[src/sv/turntable_scan_point_converter_unit_assert.svh]
// ----------------------------------------------------------------------------
// Turntable scan point converter assertion macros
// Shorthand for the concurrent checks used in the converter RTL
// ----------------------------------------------------------------------------
`ifndef TURNTABLE_SCAN_POINT_CONVERTER_UNIT_ASSERT_SVH
`define TURNTABLE_SCAN_POINT_CONVERTER_UNIT_ASSERT_SVH

// consequent must hold in the same cycle as the antecedent
`define TSP_ASSERT_SAME(label, clk_i, rstn_i, ante, cons, msg) \
	label: assert property (@(posedge clk_i) disable iff (!rstn_i) (ante) |-> (cons)) \
		else $error(msg);

// consequent must hold in the cycle after the antecedent
`define TSP_ASSERT_NEXT(label, clk_i, rstn_i, ante, cons, msg) \
	label: assert property (@(posedge clk_i) disable iff (!rstn_i) (ante) |=> (cons)) \
		else $error(msg);

`endif

[src/sv/tsp_pkg.sv]
// ----------------------------------------------------------------------------
// Turntable scan point converter package
// Shared types, codes, widths and trig table helpers
// ----------------------------------------------------------------------------
`timescale 1ns / 1ps

package tsp_pkg;

	// default sizes
	localparam int TRIG_ENTRIES_DEF = 128;
	localparam int SAMPLE_BITS_DEF  = 12;
	localparam int SAMPLE_MAX_BITS  = 16;

	// shared multiplier widths
	localparam int MUL_A_W = 33;
	localparam int MUL_B_W = 18;
	localparam int MUL_P_W = MUL_A_W + MUL_B_W;
	localparam int WIDE_W  = MUL_P_W + 2;

	// port widths
	localparam int CFG_IDX_W   = 3;
	localparam int CFG_DATA_W  = 32;
	localparam int OUT_TDATA_W = 104;

	// configuration register indexes
	typedef enum logic [CFG_IDX_W-1:0] {
		CFG_LINE_SLOPE,
		CFG_LINE_OFFSET,
		CFG_CENTER_DISTANCE,
		CFG_MIN_VALID_SAMPLE,
		CFG_MM_PER_TURN,
		CFG_TOWER_STEPS_PER_TURN,
		CFG_MAX_TOWER_STEPS
	} cfg_idx_t;

	// sequencer states
	typedef enum logic [2:0] {
		ST_IDLE,
		ST_DIST,
		ST_ACC,
		ST_RAD,
		ST_MX,
		ST_MY,
		ST_FIN,
		ST_DONE
	} seq_state_t;

	// multiplier operand selection
	typedef enum logic [1:0] {
		OP_DIST,
		OP_Z,
		OP_X,
		OP_Y
	} op_sel_t;

	// sequencer to datapath control
	typedef struct packed {
		logic    idle;
		op_sel_t op;
		logic    ld_dist;
		logic    ld_z;
		logic    ld_rad;
		logic    ld_x;
		logic    ld_y;
		logic    load_out;
	} ctrl_t;

	// trig table constants, Q2.30
	localparam logic [63:0] Q30_ONE     = 64'd1073741824;
	localparam logic [63:0] PI_HALF_Q30 = 64'd1686629713;
	localparam logic [63:0] SIN_DIV [7] = '{64'd210, 64'd156, 64'd110, 64'd72,
		64'd42, 64'd20, 64'd6};
	localparam logic [63:0] COS_DIV [7] = '{64'd182, 64'd132, 64'd90, 64'd56,
		64'd30, 64'd12, 64'd2};

	// truncating taylor series in horner form, Q2.30
	function automatic logic [63:0] horner_q30(input logic [63:0] x2, input logic odd_terms);
		logic [63:0] t;
		logic [63:0] sub;
		t = Q30_ONE;
		for (int k = 0; k < 7; k++) begin
			if (odd_terms)
				sub = ((x2 * t) >> 30) / SIN_DIV[k];
			else
				sub = ((x2 * t) >> 30) / COS_DIV[k];
			t = (sub >= Q30_ONE) ? 64'd0 : Q30_ONE - sub;
		end
		return t;
	endfunction

	// first quadrant sine or cosine in Q1.15, rounded half up and clamped
	function automatic logic signed [15:0] trig_q15(input logic [63:0] th,
		input logic want_sin);
		logic [63:0] x2;
		logic [63:0] v;
		logic [63:0] r;
		x2 = (th * th) >> 30;
		if (want_sin)
			v = (th * horner_q30(x2, 1'b1)) >> 30;
		else
			v = horner_q30(x2, 1'b0);
		r = (v + 64'd16384) >> 15;
		if (r > 64'd32767)
			r = 64'd32767;
		return 16'(r);
	endfunction

	// saturate a wide signed value to signed 32 bits
	function automatic logic signed [31:0] sat_s32(input logic signed [WIDE_W-1:0] v);
		logic signed [31:0] res;
		if (v > WIDE_W'(64'sd2147483647))
			res = 32'sh7FFF_FFFF;
		else if (v < WIDE_W'(-64'sd2147483648))
			res = 32'sh8000_0000;
		else
			res = v[31:0];
		return res;
	endfunction

endpackage

[src/sv/tsp_trig_rom.sv]
// ----------------------------------------------------------------------------
// Turntable scan point converter trig table
// Q1.15 sine and cosine for each angle index, built at elaboration
// ----------------------------------------------------------------------------
`timescale 1ns / 1ps

module tsp_trig_rom #(
	parameter int TRIG_ENTRIES = tsp_pkg::TRIG_ENTRIES_DEF,
	parameter int IDX_W        = $clog2(TRIG_ENTRIES)
) (
	input  logic [IDX_W-1:0]  idx,
	output logic signed [15:0] sin_val,
	output logic signed [15:0] cos_val
);

	logic signed [15:0] sin_tab [TRIG_ENTRIES];
	logic signed [15:0] cos_tab [TRIG_ENTRIES];

	// one entry per angle, quadrant folded from the first quadrant values
	for (genvar i = 0; i < TRIG_ENTRIES; i++) begin : g_entry
		localparam int unsigned QD = (4 * i) / TRIG_ENTRIES;
		localparam int unsigned RM = (4 * i) % TRIG_ENTRIES;
		localparam logic [63:0] TH = (tsp_pkg::PI_HALF_Q30 * 64'(RM)) / 64'(TRIG_ENTRIES);
		localparam logic signed [15:0] S15 = tsp_pkg::trig_q15(TH, 1'b1);
		localparam logic signed [15:0] C15 = tsp_pkg::trig_q15(TH, 1'b0);
		if (QD == 0) begin : g_q0
			assign sin_tab[i] = S15;
			assign cos_tab[i] = C15;
		end else if (QD == 1) begin : g_q1
			assign sin_tab[i] = C15;
			assign cos_tab[i] = -S15;
		end else if (QD == 2) begin : g_q2
			assign sin_tab[i] = -S15;
			assign cos_tab[i] = -C15;
		end else begin : g_q3
			assign sin_tab[i] = -C15;
			assign cos_tab[i] = S15;
		end
	end

	// table lookup at the current angle
	assign sin_val = sin_tab[idx];
	assign cos_val = cos_tab[idx];

endmodule

[src/sv/tsp_mul.sv]
// ----------------------------------------------------------------------------
// Turntable scan point converter shared multiplier
// Operand select and one registered signed multiply used by every multiply step
// ----------------------------------------------------------------------------
`timescale 1ns / 1ps

module tsp_mul #(
	parameter int SAMPLE_BITS = tsp_pkg::SAMPLE_BITS_DEF
) (
	input  logic                                 clk,
	input  tsp_pkg::op_sel_t                     op,
	input  logic signed [31:0]                   slope,
	input  logic [SAMPLE_BITS-1:0]               smp,
	input  logic [30:0]                          mm_turn,
	input  logic [15:0]                          turns,
	input  logic signed [31:0]                   rad,
	input  logic signed [15:0]                   sin_val,
	input  logic signed [15:0]                   cos_val,
	output logic signed [tsp_pkg::MUL_P_W-1:0]   prod_q
);

	logic signed [tsp_pkg::MUL_A_W-1:0] a;
	logic signed [tsp_pkg::MUL_B_W-1:0] b;

	// operand select
	always_comb begin
		case (op)
			tsp_pkg::OP_DIST: begin
				a = tsp_pkg::MUL_A_W'(slope);
				b = signed'(tsp_pkg::MUL_B_W'(smp));
			end
			tsp_pkg::OP_Z: begin
				a = signed'(tsp_pkg::MUL_A_W'(mm_turn));
				b = signed'(tsp_pkg::MUL_B_W'(turns));
			end
			tsp_pkg::OP_X: begin
				a = tsp_pkg::MUL_A_W'(rad);
				b = tsp_pkg::MUL_B_W'(sin_val);
			end
			default: begin
				a = tsp_pkg::MUL_A_W'(rad);
				b = tsp_pkg::MUL_B_W'(cos_val);
			end
		endcase
	end

	// registered product
	always_ff @(posedge clk) begin
		prod_q <= tsp_pkg::MUL_P_W'(a) * tsp_pkg::MUL_P_W'(b);
	end

endmodule

[src/sv/tsp_seq.sv]
// ----------------------------------------------------------------------------
// Turntable scan point converter sequencer
// Steps the shared multiplier through distance, height, x and y per item that is not skipped
// ----------------------------------------------------------------------------
`timescale 1ns / 1ps

module tsp_seq (
	input  logic           clk,
	input  logic           arst_n,
	input  logic           accept,
	input  logic           skip,
	input  logic           out_free,
	output tsp_pkg::ctrl_t ctrl
);

	tsp_pkg::seq_state_t state_q;
	tsp_pkg::seq_state_t state_nxt;

	// state register
	always_ff @(posedge clk or negedge arst_n) begin
		if (!arst_n) begin
			state_q <= tsp_pkg::ST_IDLE;
		end else begin
			state_q <= state_nxt;
		end
	end

	// next state and step controls
	always_comb begin
		state_nxt     = state_q;
		ctrl          = '0;
		ctrl.op       = tsp_pkg::OP_DIST;
		case (state_q)
			tsp_pkg::ST_IDLE: begin
				ctrl.idle = 1'b1;
				if (accept)
					state_nxt = skip ? tsp_pkg::ST_DONE : tsp_pkg::ST_DIST;
			end
			tsp_pkg::ST_DIST: begin
				ctrl.op   = tsp_pkg::OP_DIST;
				state_nxt = tsp_pkg::ST_ACC;
			end
			tsp_pkg::ST_ACC: begin
				ctrl.ld_dist = 1'b1;
				ctrl.op      = tsp_pkg::OP_Z;
				state_nxt    = tsp_pkg::ST_RAD;
			end
			tsp_pkg::ST_RAD: begin
				ctrl.ld_z   = 1'b1;
				ctrl.ld_rad = 1'b1;
				state_nxt   = tsp_pkg::ST_MX;
			end
			tsp_pkg::ST_MX: begin
				ctrl.op   = tsp_pkg::OP_X;
				state_nxt = tsp_pkg::ST_MY;
			end
			tsp_pkg::ST_MY: begin
				ctrl.ld_x = 1'b1;
				ctrl.op   = tsp_pkg::OP_Y;
				state_nxt = tsp_pkg::ST_FIN;
			end
			tsp_pkg::ST_FIN: begin
				ctrl.ld_y = 1'b1;
				state_nxt = tsp_pkg::ST_DONE;
			end
			tsp_pkg::ST_DONE: begin
				if (out_free) begin
					ctrl.load_out = 1'b1;
					state_nxt     = tsp_pkg::ST_IDLE;
				end
			end
			default: begin
				state_nxt = tsp_pkg::ST_IDLE;
			end
		endcase
	end

endmodule

[src/sv/turntable_scan_point_converter_unit.sv]
// A sample above threshold is accepted in the idle slot, then steps through DIST, ACC, RAD,
// MX, MY, FIN and DONE, seven steps around four multiplies; no new item is taken meanwhile.
// Reset commands and samples at or below threshold skip from idle straight to DONE.
// The output register holds a result while the next item is taken in.
// arst_n clears counters, configuration registers and all handshake state.
// ----------------------------------------------------------------------------
// Turntable scan point converter
// Sensor sample to x, y, z point with turntable angle and tower counters
// ----------------------------------------------------------------------------
`timescale 1ns / 1ps

`include "turntable_scan_point_converter_unit_assert.svh"

module turntable_scan_point_converter_unit #(
	parameter int TRIG_ENTRIES = tsp_pkg::TRIG_ENTRIES_DEF,
	parameter int SAMPLE_BITS  = tsp_pkg::SAMPLE_BITS_DEF
) (
	input  logic                                clk,
	input  logic                                arst_n,
	// input items
	input  logic                                s_tvalid,
	output logic                                s_tready,
	input  logic [((SAMPLE_BITS+7)/8)*8-1:0]    s_tdata,  // sample
	input  logic                                s_tuser,  // command
	// result items
	output logic                                m_tvalid,
	input  logic                                m_tready,
	// point_x, point_y, point_z, tower_advance, scan_done
	output logic [tsp_pkg::OUT_TDATA_W-1:0]     m_tdata,
	output logic                                m_tuser,  // point_valid
	// configuration writes
	input  logic                                cfg_valid,
	output logic                                cfg_ready,
	input  logic [tsp_pkg::CFG_IDX_W-1:0]       cfg_index,
	input  logic [tsp_pkg::CFG_DATA_W-1:0]      cfg_data
);

	localparam int IDX_W = $clog2(TRIG_ENTRIES);

	// configuration registers
	logic signed [31:0] slope_q;
	logic signed [31:0] offset_q;
	logic [30:0]        center_q;
	logic [11:0]        min_q;
	logic [30:0]        mm_turn_q;
	logic [15:0]        tsteps_q;
	logic [31:0]        max_steps_q;

	// scan counters
	logic [IDX_W-1:0]   angle_q;
	logic [15:0]        turn_q;
	logic [31:0]        total_q;

	// item and working registers
	logic                       cmd_q;
	logic                       pv_q;
	logic [SAMPLE_BITS-1:0]     smp_q;
	logic signed [31:0]         dist_q;
	logic signed [31:0]         rad_q;
	logic signed [31:0]         x_q;
	logic signed [31:0]         y_q;
	logic [30:0]                z_q;

	// result register
	logic                       m_tvalid_q;
	logic                       pv_out_q;
	logic signed [31:0]         x_out_q;
	logic signed [31:0]         y_out_q;
	logic [30:0]                z_out_q;
	logic                       adv_out_q;
	logic                       done_out_q;

	tsp_pkg::ctrl_t                       ctrl;
	logic                                 accept;
	logic                                 smp_ok;
	logic [SAMPLE_BITS-1:0]               smp_in;
	logic signed [15:0]                   sin_val;
	logic signed [15:0]                   cos_val;
	logic signed [tsp_pkg::MUL_P_W-1:0]   prod_q;
	logic signed [tsp_pkg::WIDE_W-1:0]    dist_sum;
	logic signed [tsp_pkg::WIDE_W-1:0]    rad_sum;
	logic signed [tsp_pkg::WIDE_W-1:0]    trig_sum;
	logic signed [tsp_pkg::WIDE_W-1:0]    trig_shift;
	logic [32:0]                          total_sum;
	logic                                 wrap;
	logic [IDX_W-1:0]                     angle_nxt;
	logic [15:0]                          turn_nxt;
	logic [31:0]                          total_nxt;

	assign accept    = s_tvalid && s_tready;
	assign s_tready  = ctrl.idle;
	assign cfg_ready = 1'b1;
	assign smp_in    = s_tdata[SAMPLE_BITS-1:0];
	assign smp_ok    = tsp_pkg::SAMPLE_MAX_BITS'(smp_in) > tsp_pkg::SAMPLE_MAX_BITS'(min_q);

	// sequencer
	tsp_seq u_seq (
		.clk      (clk),
		.arst_n   (arst_n),
		.accept   (accept),
		.skip     (s_tuser || !smp_ok),
		.out_free (!m_tvalid_q || m_tready),
		.ctrl     (ctrl)
	);

	// sine and cosine at the current angle
	tsp_trig_rom #(
		.TRIG_ENTRIES (TRIG_ENTRIES),
		.IDX_W        (IDX_W)
	) u_rom (
		.idx     (angle_q),
		.sin_val (sin_val),
		.cos_val (cos_val)
	);

	// shared multiplier
	tsp_mul #(
		.SAMPLE_BITS (SAMPLE_BITS)
	) u_mul (
		.clk     (clk),
		.op      (ctrl.op),
		.slope   (slope_q),
		.smp     (smp_q),
		.mm_turn (mm_turn_q),
		.turns   (turn_q),
		.rad     (rad_q),
		.sin_val (sin_val),
		.cos_val (cos_val),
		.prod_q  (prod_q)
	);

	// configuration writes
	always_ff @(posedge clk or negedge arst_n) begin
		if (!arst_n) begin
			slope_q     <= '0;
			offset_q    <= '0;
			center_q    <= '0;
			min_q       <= '0;
			mm_turn_q   <= '0;
			tsteps_q    <= '0;
			max_steps_q <= '0;
		end else if (cfg_valid && cfg_ready) begin
			case (tsp_pkg::cfg_idx_t'(cfg_index))
				tsp_pkg::CFG_LINE_SLOPE:           slope_q     <= cfg_data;
				tsp_pkg::CFG_LINE_OFFSET:          offset_q    <= cfg_data;
				tsp_pkg::CFG_CENTER_DISTANCE:      center_q    <= cfg_data[30:0];
				tsp_pkg::CFG_MIN_VALID_SAMPLE:     min_q       <= cfg_data[11:0];
				tsp_pkg::CFG_MM_PER_TURN:          mm_turn_q   <= cfg_data[30:0];
				tsp_pkg::CFG_TOWER_STEPS_PER_TURN: tsteps_q    <= cfg_data[15:0];
				tsp_pkg::CFG_MAX_TOWER_STEPS:      max_steps_q <= cfg_data;
				default: begin
				end
			endcase
		end
	end

	// post-multiply arithmetic
	assign dist_sum   = tsp_pkg::WIDE_W'(prod_q) + tsp_pkg::WIDE_W'(offset_q);
	assign rad_sum    = signed'(tsp_pkg::WIDE_W'(center_q)) - tsp_pkg::WIDE_W'(dist_q);
	assign trig_sum   = tsp_pkg::WIDE_W'(prod_q) + tsp_pkg::WIDE_W'(17'sd16384);
	assign trig_shift = trig_sum >>> 15;

	// item capture and working registers
	always_ff @(posedge clk) begin
		if (accept) begin
			cmd_q <= s_tuser;
			pv_q  <= !s_tuser && smp_ok;
			smp_q <= smp_in;
		end
		if (ctrl.ld_dist)
			dist_q <= tsp_pkg::sat_s32(dist_sum);
		if (ctrl.ld_rad)
			rad_q <= tsp_pkg::sat_s32(rad_sum);
		if (ctrl.ld_z)
			z_q <= (prod_q > tsp_pkg::MUL_P_W'(64'sd2147483647)) ? 31'h7FFF_FFFF : prod_q[30:0];
		if (ctrl.ld_x)
			x_q <= tsp_pkg::sat_s32(trig_shift);
		if (ctrl.ld_y)
			y_q <= tsp_pkg::sat_s32(trig_shift);
	end

	// counter step
	assign wrap      = (angle_q == IDX_W'(TRIG_ENTRIES - 1));
	assign total_sum = {1'b0, total_q} + 33'(tsteps_q);
	always_comb begin
		angle_nxt = angle_q;
		turn_nxt  = turn_q;
		total_nxt = total_q;
		if (cmd_q) begin
			angle_nxt = '0;
			turn_nxt  = '0;
			total_nxt = '0;
		end else if (wrap) begin
			angle_nxt = '0;
			turn_nxt  = (turn_q == 16'hFFFF) ? turn_q : turn_q + 16'd1;
			total_nxt = total_sum[32] ? 32'hFFFF_FFFF : total_sum[31:0];
		end else begin
			angle_nxt = angle_q + IDX_W'(1);
		end
	end

	always_ff @(posedge clk or negedge arst_n) begin
		if (!arst_n) begin
			angle_q <= '0;
			turn_q  <= '0;
			total_q <= '0;
		end else if (ctrl.load_out) begin
			angle_q <= angle_nxt;
			turn_q  <= turn_nxt;
			total_q <= total_nxt;
		end
	end

	// result register
	always_ff @(posedge clk or negedge arst_n) begin
		if (!arst_n) begin
			m_tvalid_q <= 1'b0;
		end else if (ctrl.load_out) begin
			m_tvalid_q <= 1'b1;
		end else if (m_tready) begin
			m_tvalid_q <= 1'b0;
		end
	end

	always_ff @(posedge clk) begin
		if (ctrl.load_out) begin
			pv_out_q   <= pv_q;
			x_out_q    <= pv_q ? x_q : '0;
			y_out_q    <= pv_q ? y_q : '0;
			z_out_q    <= pv_q ? z_q : '0;
			adv_out_q  <= !cmd_q && wrap;
			done_out_q <= total_nxt >= max_steps_q;
		end
	end

	assign m_tvalid = m_tvalid_q;
	assign m_tuser  = pv_out_q;
	assign m_tdata  = {7'd0, done_out_q, adv_out_q, z_out_q, y_out_q, x_out_q};

	// checks
	`TSP_ASSERT_NEXT(a_busy_after_accept, clk, arst_n, accept, !s_tready,
		"input accepted while an item is still in work")
	`TSP_ASSERT_SAME(a_angle_in_range, clk, arst_n, 1'b1,
		32'(angle_q) < 32'(TRIG_ENTRIES), "angle index beyond table")
	`TSP_ASSERT_SAME(a_result_from_load, clk, arst_n, $rose(m_tvalid_q), $past(ctrl.load_out),
		"result valid without a load")
	`TSP_ASSERT_NEXT(a_wrap_clears_angle, clk, arst_n, ctrl.load_out && (cmd_q || wrap),
		angle_q == '0, "angle not cleared on wrap or reset command")

endmodule

[config.mk]
export PLATFORM = sky130hd
export DESIGN_NAME = turntable_scan_point_converter_unit
export DESIGN_NICKNAME = d
export VERILOG_FILES = /design/src/sv/tsp_pkg.sv /design/src/sv/tsp_trig_rom.sv /design/src/sv/tsp_mul.sv /design/src/sv/tsp_seq.sv /design/src/sv/turntable_scan_point_converter_unit.sv
export VERILOG_INCLUDE_DIRS = /design/src /design/src/sv
export SDC_FILE = /design/constraint.sdc
export NUM_CORES = 2
export LEC_CHECK = 0
export BUFFER_PORTS_ARGS = -buffer_cell sky130_fd_sc_hd__buf_2
export CORE_MARGIN = 2
export CORE_UTILIZATION = 45
export CTS_CLUSTER_SIZE = 40
export DETAILED_ROUTE_END_ITERATION = 10
export SLEW_MARGIN = 20
export SYNTH_ARGS = -nofsm -noshare
export SYNTH_HDL_FRONTEND = slang
export SYNTH_HIERARCHICAL = 1
export SYNTH_SLANG_ARGS = --single-unit
[constraint.sdc]
create_clock -name clk -period 9.2 [get_ports clk]
set_clock_uncertainty 0.15 [all_clocks]
set_input_delay 0.46 -clock clk [delete_from_list [all_inputs] [get_ports clk]]
set_output_delay 0.46 -clock clk [all_outputs]
set_load 0.02 [all_outputs]
==> out/results.tsv <==
stage	metric	value	unit
outcome	outcome	finished, final reports clean	
floorplanning	fp.coreArea	0.1164	mm^2
grt	grtUsageMet3	2.711	%
clocking	clkTransAtPathRegs	0.06	ns
routing	drt_iter0_drc	3464	
critical_path	critPathLaunch	angle_q[0]	
clocking	h-tree-depth	2	
sta	timing.final.crit_share	96.98	%
yosys	syn_avg_cell_area	9.591	um^2
grt	grt_usage	26.29	%
sta	rsz0062_at_grt	no	
layout	final_util	50.08	%
grt	met2_usage	41.81	%
hold_path	hold_start	cfg_data[14]	
critical_path	r2r_start	angle_q[0]	
yosys	yosysSeqAreaShare	28.94	%
sta	finalSetupViolCount	0	
layout	ff_latch_area	0.01530	mm^2
clocking	cts_tree	yes	
critical_path	end_kind	flop	
layout	nNetsFinal	6561	
clocking	cts_made_buffers	59	
grt	grt_first_pass_wirelength	246300	um
critical_path	r2r-end	u_mul/prod_q[45]	
yosys	yosysWarnings	6	
layout	multiInputGateArea	0.03362	mm^2
yosys	synth_top_area_share	21.30	%
sta	fin_crit	8.923	ns
sta	slew_violations	0	
routing	vias	40539	
yosys	yosysMostFrequentCell	inv_1	
clocking	clk_path_buf_depth	3	
grt	grt_max_degree	128	
routing	dr.pass1.iters	6	
grt	antenna_found_initial	5	
routing	ant_nets	0	
sta	layout_setup_ws	0.2775	ns
layout	n_antenna_cell	0	
sta	fin_setup_tns	0	ns
yosys	synth_edf_count	271	
sta	worst_pin_slew	1.091	ns
yosys	synth-seq-cells	567	
routing	wl_per_cell	21.72	um
clocking	clk_latency	0.65	ns
grt	top_usage_layer	met2	
critical_path	cp_data_required_time	9.55	ns
placed_design	dpl.hpwl	121600	um
hold_path	holdCritPathClass	in -> reg	
routing	drc	0	
yosys	yosysTopAreaCell	fa_1	
floorplanning	fp.dieArea	0.1201	mm^2
yosys	synth_area	0.05283	mm^2
critical_path	critPathArrivalTime	9.27	ns
clocking	cts.sink_count	567	
yosys	async_flop_share	43.21	%
yosys	ys_types	106	
hold_path	hold_end	tsteps_q[14]	
sta	hold_ws	0.08174	ns
clocking	cts_root_buf	clkbuf_16	
critical_path	cpMostUsedCell	fa_1	
sta	max-slew-margin-rel	26.98	%
yosys	synthFlopType	edfxtp_1	
sta	timing.final.hold_violations	0	
hold_path	min_path_cells	2	
grt	first_global_vias	41164	
critical_path	cp_max_fo	30	
grt	grt_overflow	0	
placed_design	gp_congestion	0.9271	
grt	use_met1	37.79	%
layout	area_growth	10.31	%
yosys	synth_commonest_cells	750 x inv_1, 562 x fa_1, 527 x nor2_1, 506 x nand2_1, 288 x ha_1	
layout	drive_gt1_share	13.06	%
yosys	syn_inst	5508	
floorplanning	rows	125	
floorplanning	dieWidth	346.6	um
yosys	synth_area_leaders	fa_1 21%, edfxtp_1 15%, dfrtp_1 12%	
placed_design	portBuffers	152	
floorplanning	io_pins	165	
critical_path	r2r_cells	28	
layout	fillers	10763	
routing	drt_wl_total	157000	um
critical_path	critPathMaxStageDelay	0.67	ns
floorplanning	start_util	45.40	%
sta	max_freq	112.1	MHz
critical_path	crit_slowest_cell	mux4_2	
routing	avgViaCountPerCell	5.609	
placed_design	place_ws	0.2447	ns
critical_path	r2r_setup_slack	0.28	ns
job	drv_cap	0	
critical_path	cp-start-kind	flop	
floorplanning	fp.dieH	346.6	um
critical_path	criticalPathCategory	reg -> reg	
-- cell type report --
class	instances	area share, %
multi-input cells	3915	57.69
clock inverters	40	0.7794
repair buffers	357	4.492
flip-flops and latches	567	26.25
well taps	1524	3.272
inverters	754	4.857
clock buffers	71	2.662
-- kinds of logic (layout without fill, tap and decap cells) --
| family | Yosys count | in the layout | share of synthesized area (%) |
|---|---|---|---|
| buffers and inverters | 1033 | 1222 | 7.776 |
| AND/OR/NAND/NOR | 1610 | 1610 | 14.00 |
| flip-flops | 567 | 567 | 28.94 |
| XOR/XNOR | 183 | 183 | 3.063 |
| multiplexers | 288 | 289 | 6.144 |
| AO/OA/AOI/OAI | 973 | 973 | 11.90 |
| adder cells (fa/ha/maj) | 852 | 852 | 28.16 |
| other | 2 | 8 | 0.01422 |
-- cell usage in the layout (no fill, tap or decap), types with 65 or more instances in the layout --
| master | count |
|---|---|
| buf_4 | 168 |
| mux2i_1 | 70 |
| nand2_1 | 506 |
| nand3_1 | 75 |
| o21ai_0 | 191 |
| nor2_1 | 524 |
| xor2_1 | 73 |
| a21oi_1 | 242 |
| fa_1 | 562 |
| dfrtp_1 | 241 |
| xnor2_1 | 107 |
| mux2_2 | 210 |
| nor3_1 | 69 |
| nand2b_1 | 94 |
| edfxtp_1 | 271 |
| inv_1 | 750 |
| a21o_1 | 65 |
| ha_1 | 284 |
| buf_2 | 151 |
| and2_1 | 122 |
| o21ai_1 | 70 |
-- critical path, delay by kind of cell (launching register included) --
family,cells,cell delay [ns]
flops,1,0.39
mux,1,0.67
compound gates,7,1.85
buf+inv,5,0.60
simple gates,6,1.04
fa+ha+maj,8,3.86
xor+xnor,1,0.18
-- layer usage --
layer  vias up  wire length [um]
li1      18598                 -
met1     20422             70800
met2      1302             71600
met3       217              9041
met4         0              5530
met5         -                 0
-- repair_timing --
action	in CTS	in global routing
resized for setup	0	18
hold endpoints to repair	132	0
hold buffers	15	0
setup buffers	0	4
endpoints found under the setup margin	0	24
-- sequential cells by signal, summed over array words and instances, names as in the netlist, 12 cells and up --
| signal | count |
|---|---|
| tsteps_q | 16 |
| smp_q | 12 |
| y_out_q | 32 |
| offset_q | 32 |
| u_mul/prod_q | 51 |
| total_q | 32 |
| x_q | 32 |
| center_q | 31 |
| y_q | 32 |
| min_q | 12 |
| max_steps_q | 32 |
| dist_q | 32 |
| z_out_q | 31 |
| turn_q | 16 |
| x_out_q | 32 |
| mm_turn_q | 31 |
| z_q | 31 |
| slope_q | 32 |
| rad_q | 32 |
-- worst max-delay path by stage --
stage | endpoint | cells past startpoint
floorplan | u_mul/prod_q[45] | 28
finish | u_mul/prod_q[45] | 28
detailed placement | u_mul/prod_q[47] | 31
global placement | u_mul/prod_q[45] | 27
CTS | u_mul/prod_q[47] | 31
global route | u_mul/prod_q[47] | 32
-- through the flow --
step	instance area (um^2)	std cells
final	58270	7228
after global routing	58270	7228
after CTS	58150	7223
after detailed placement	55990	7097
after global placement	55990	7097
after floorplan	52850	5514
Power is not shown: default switching activity piles up to over one toggle a cycle in this logic, so the estimate is an artifact.
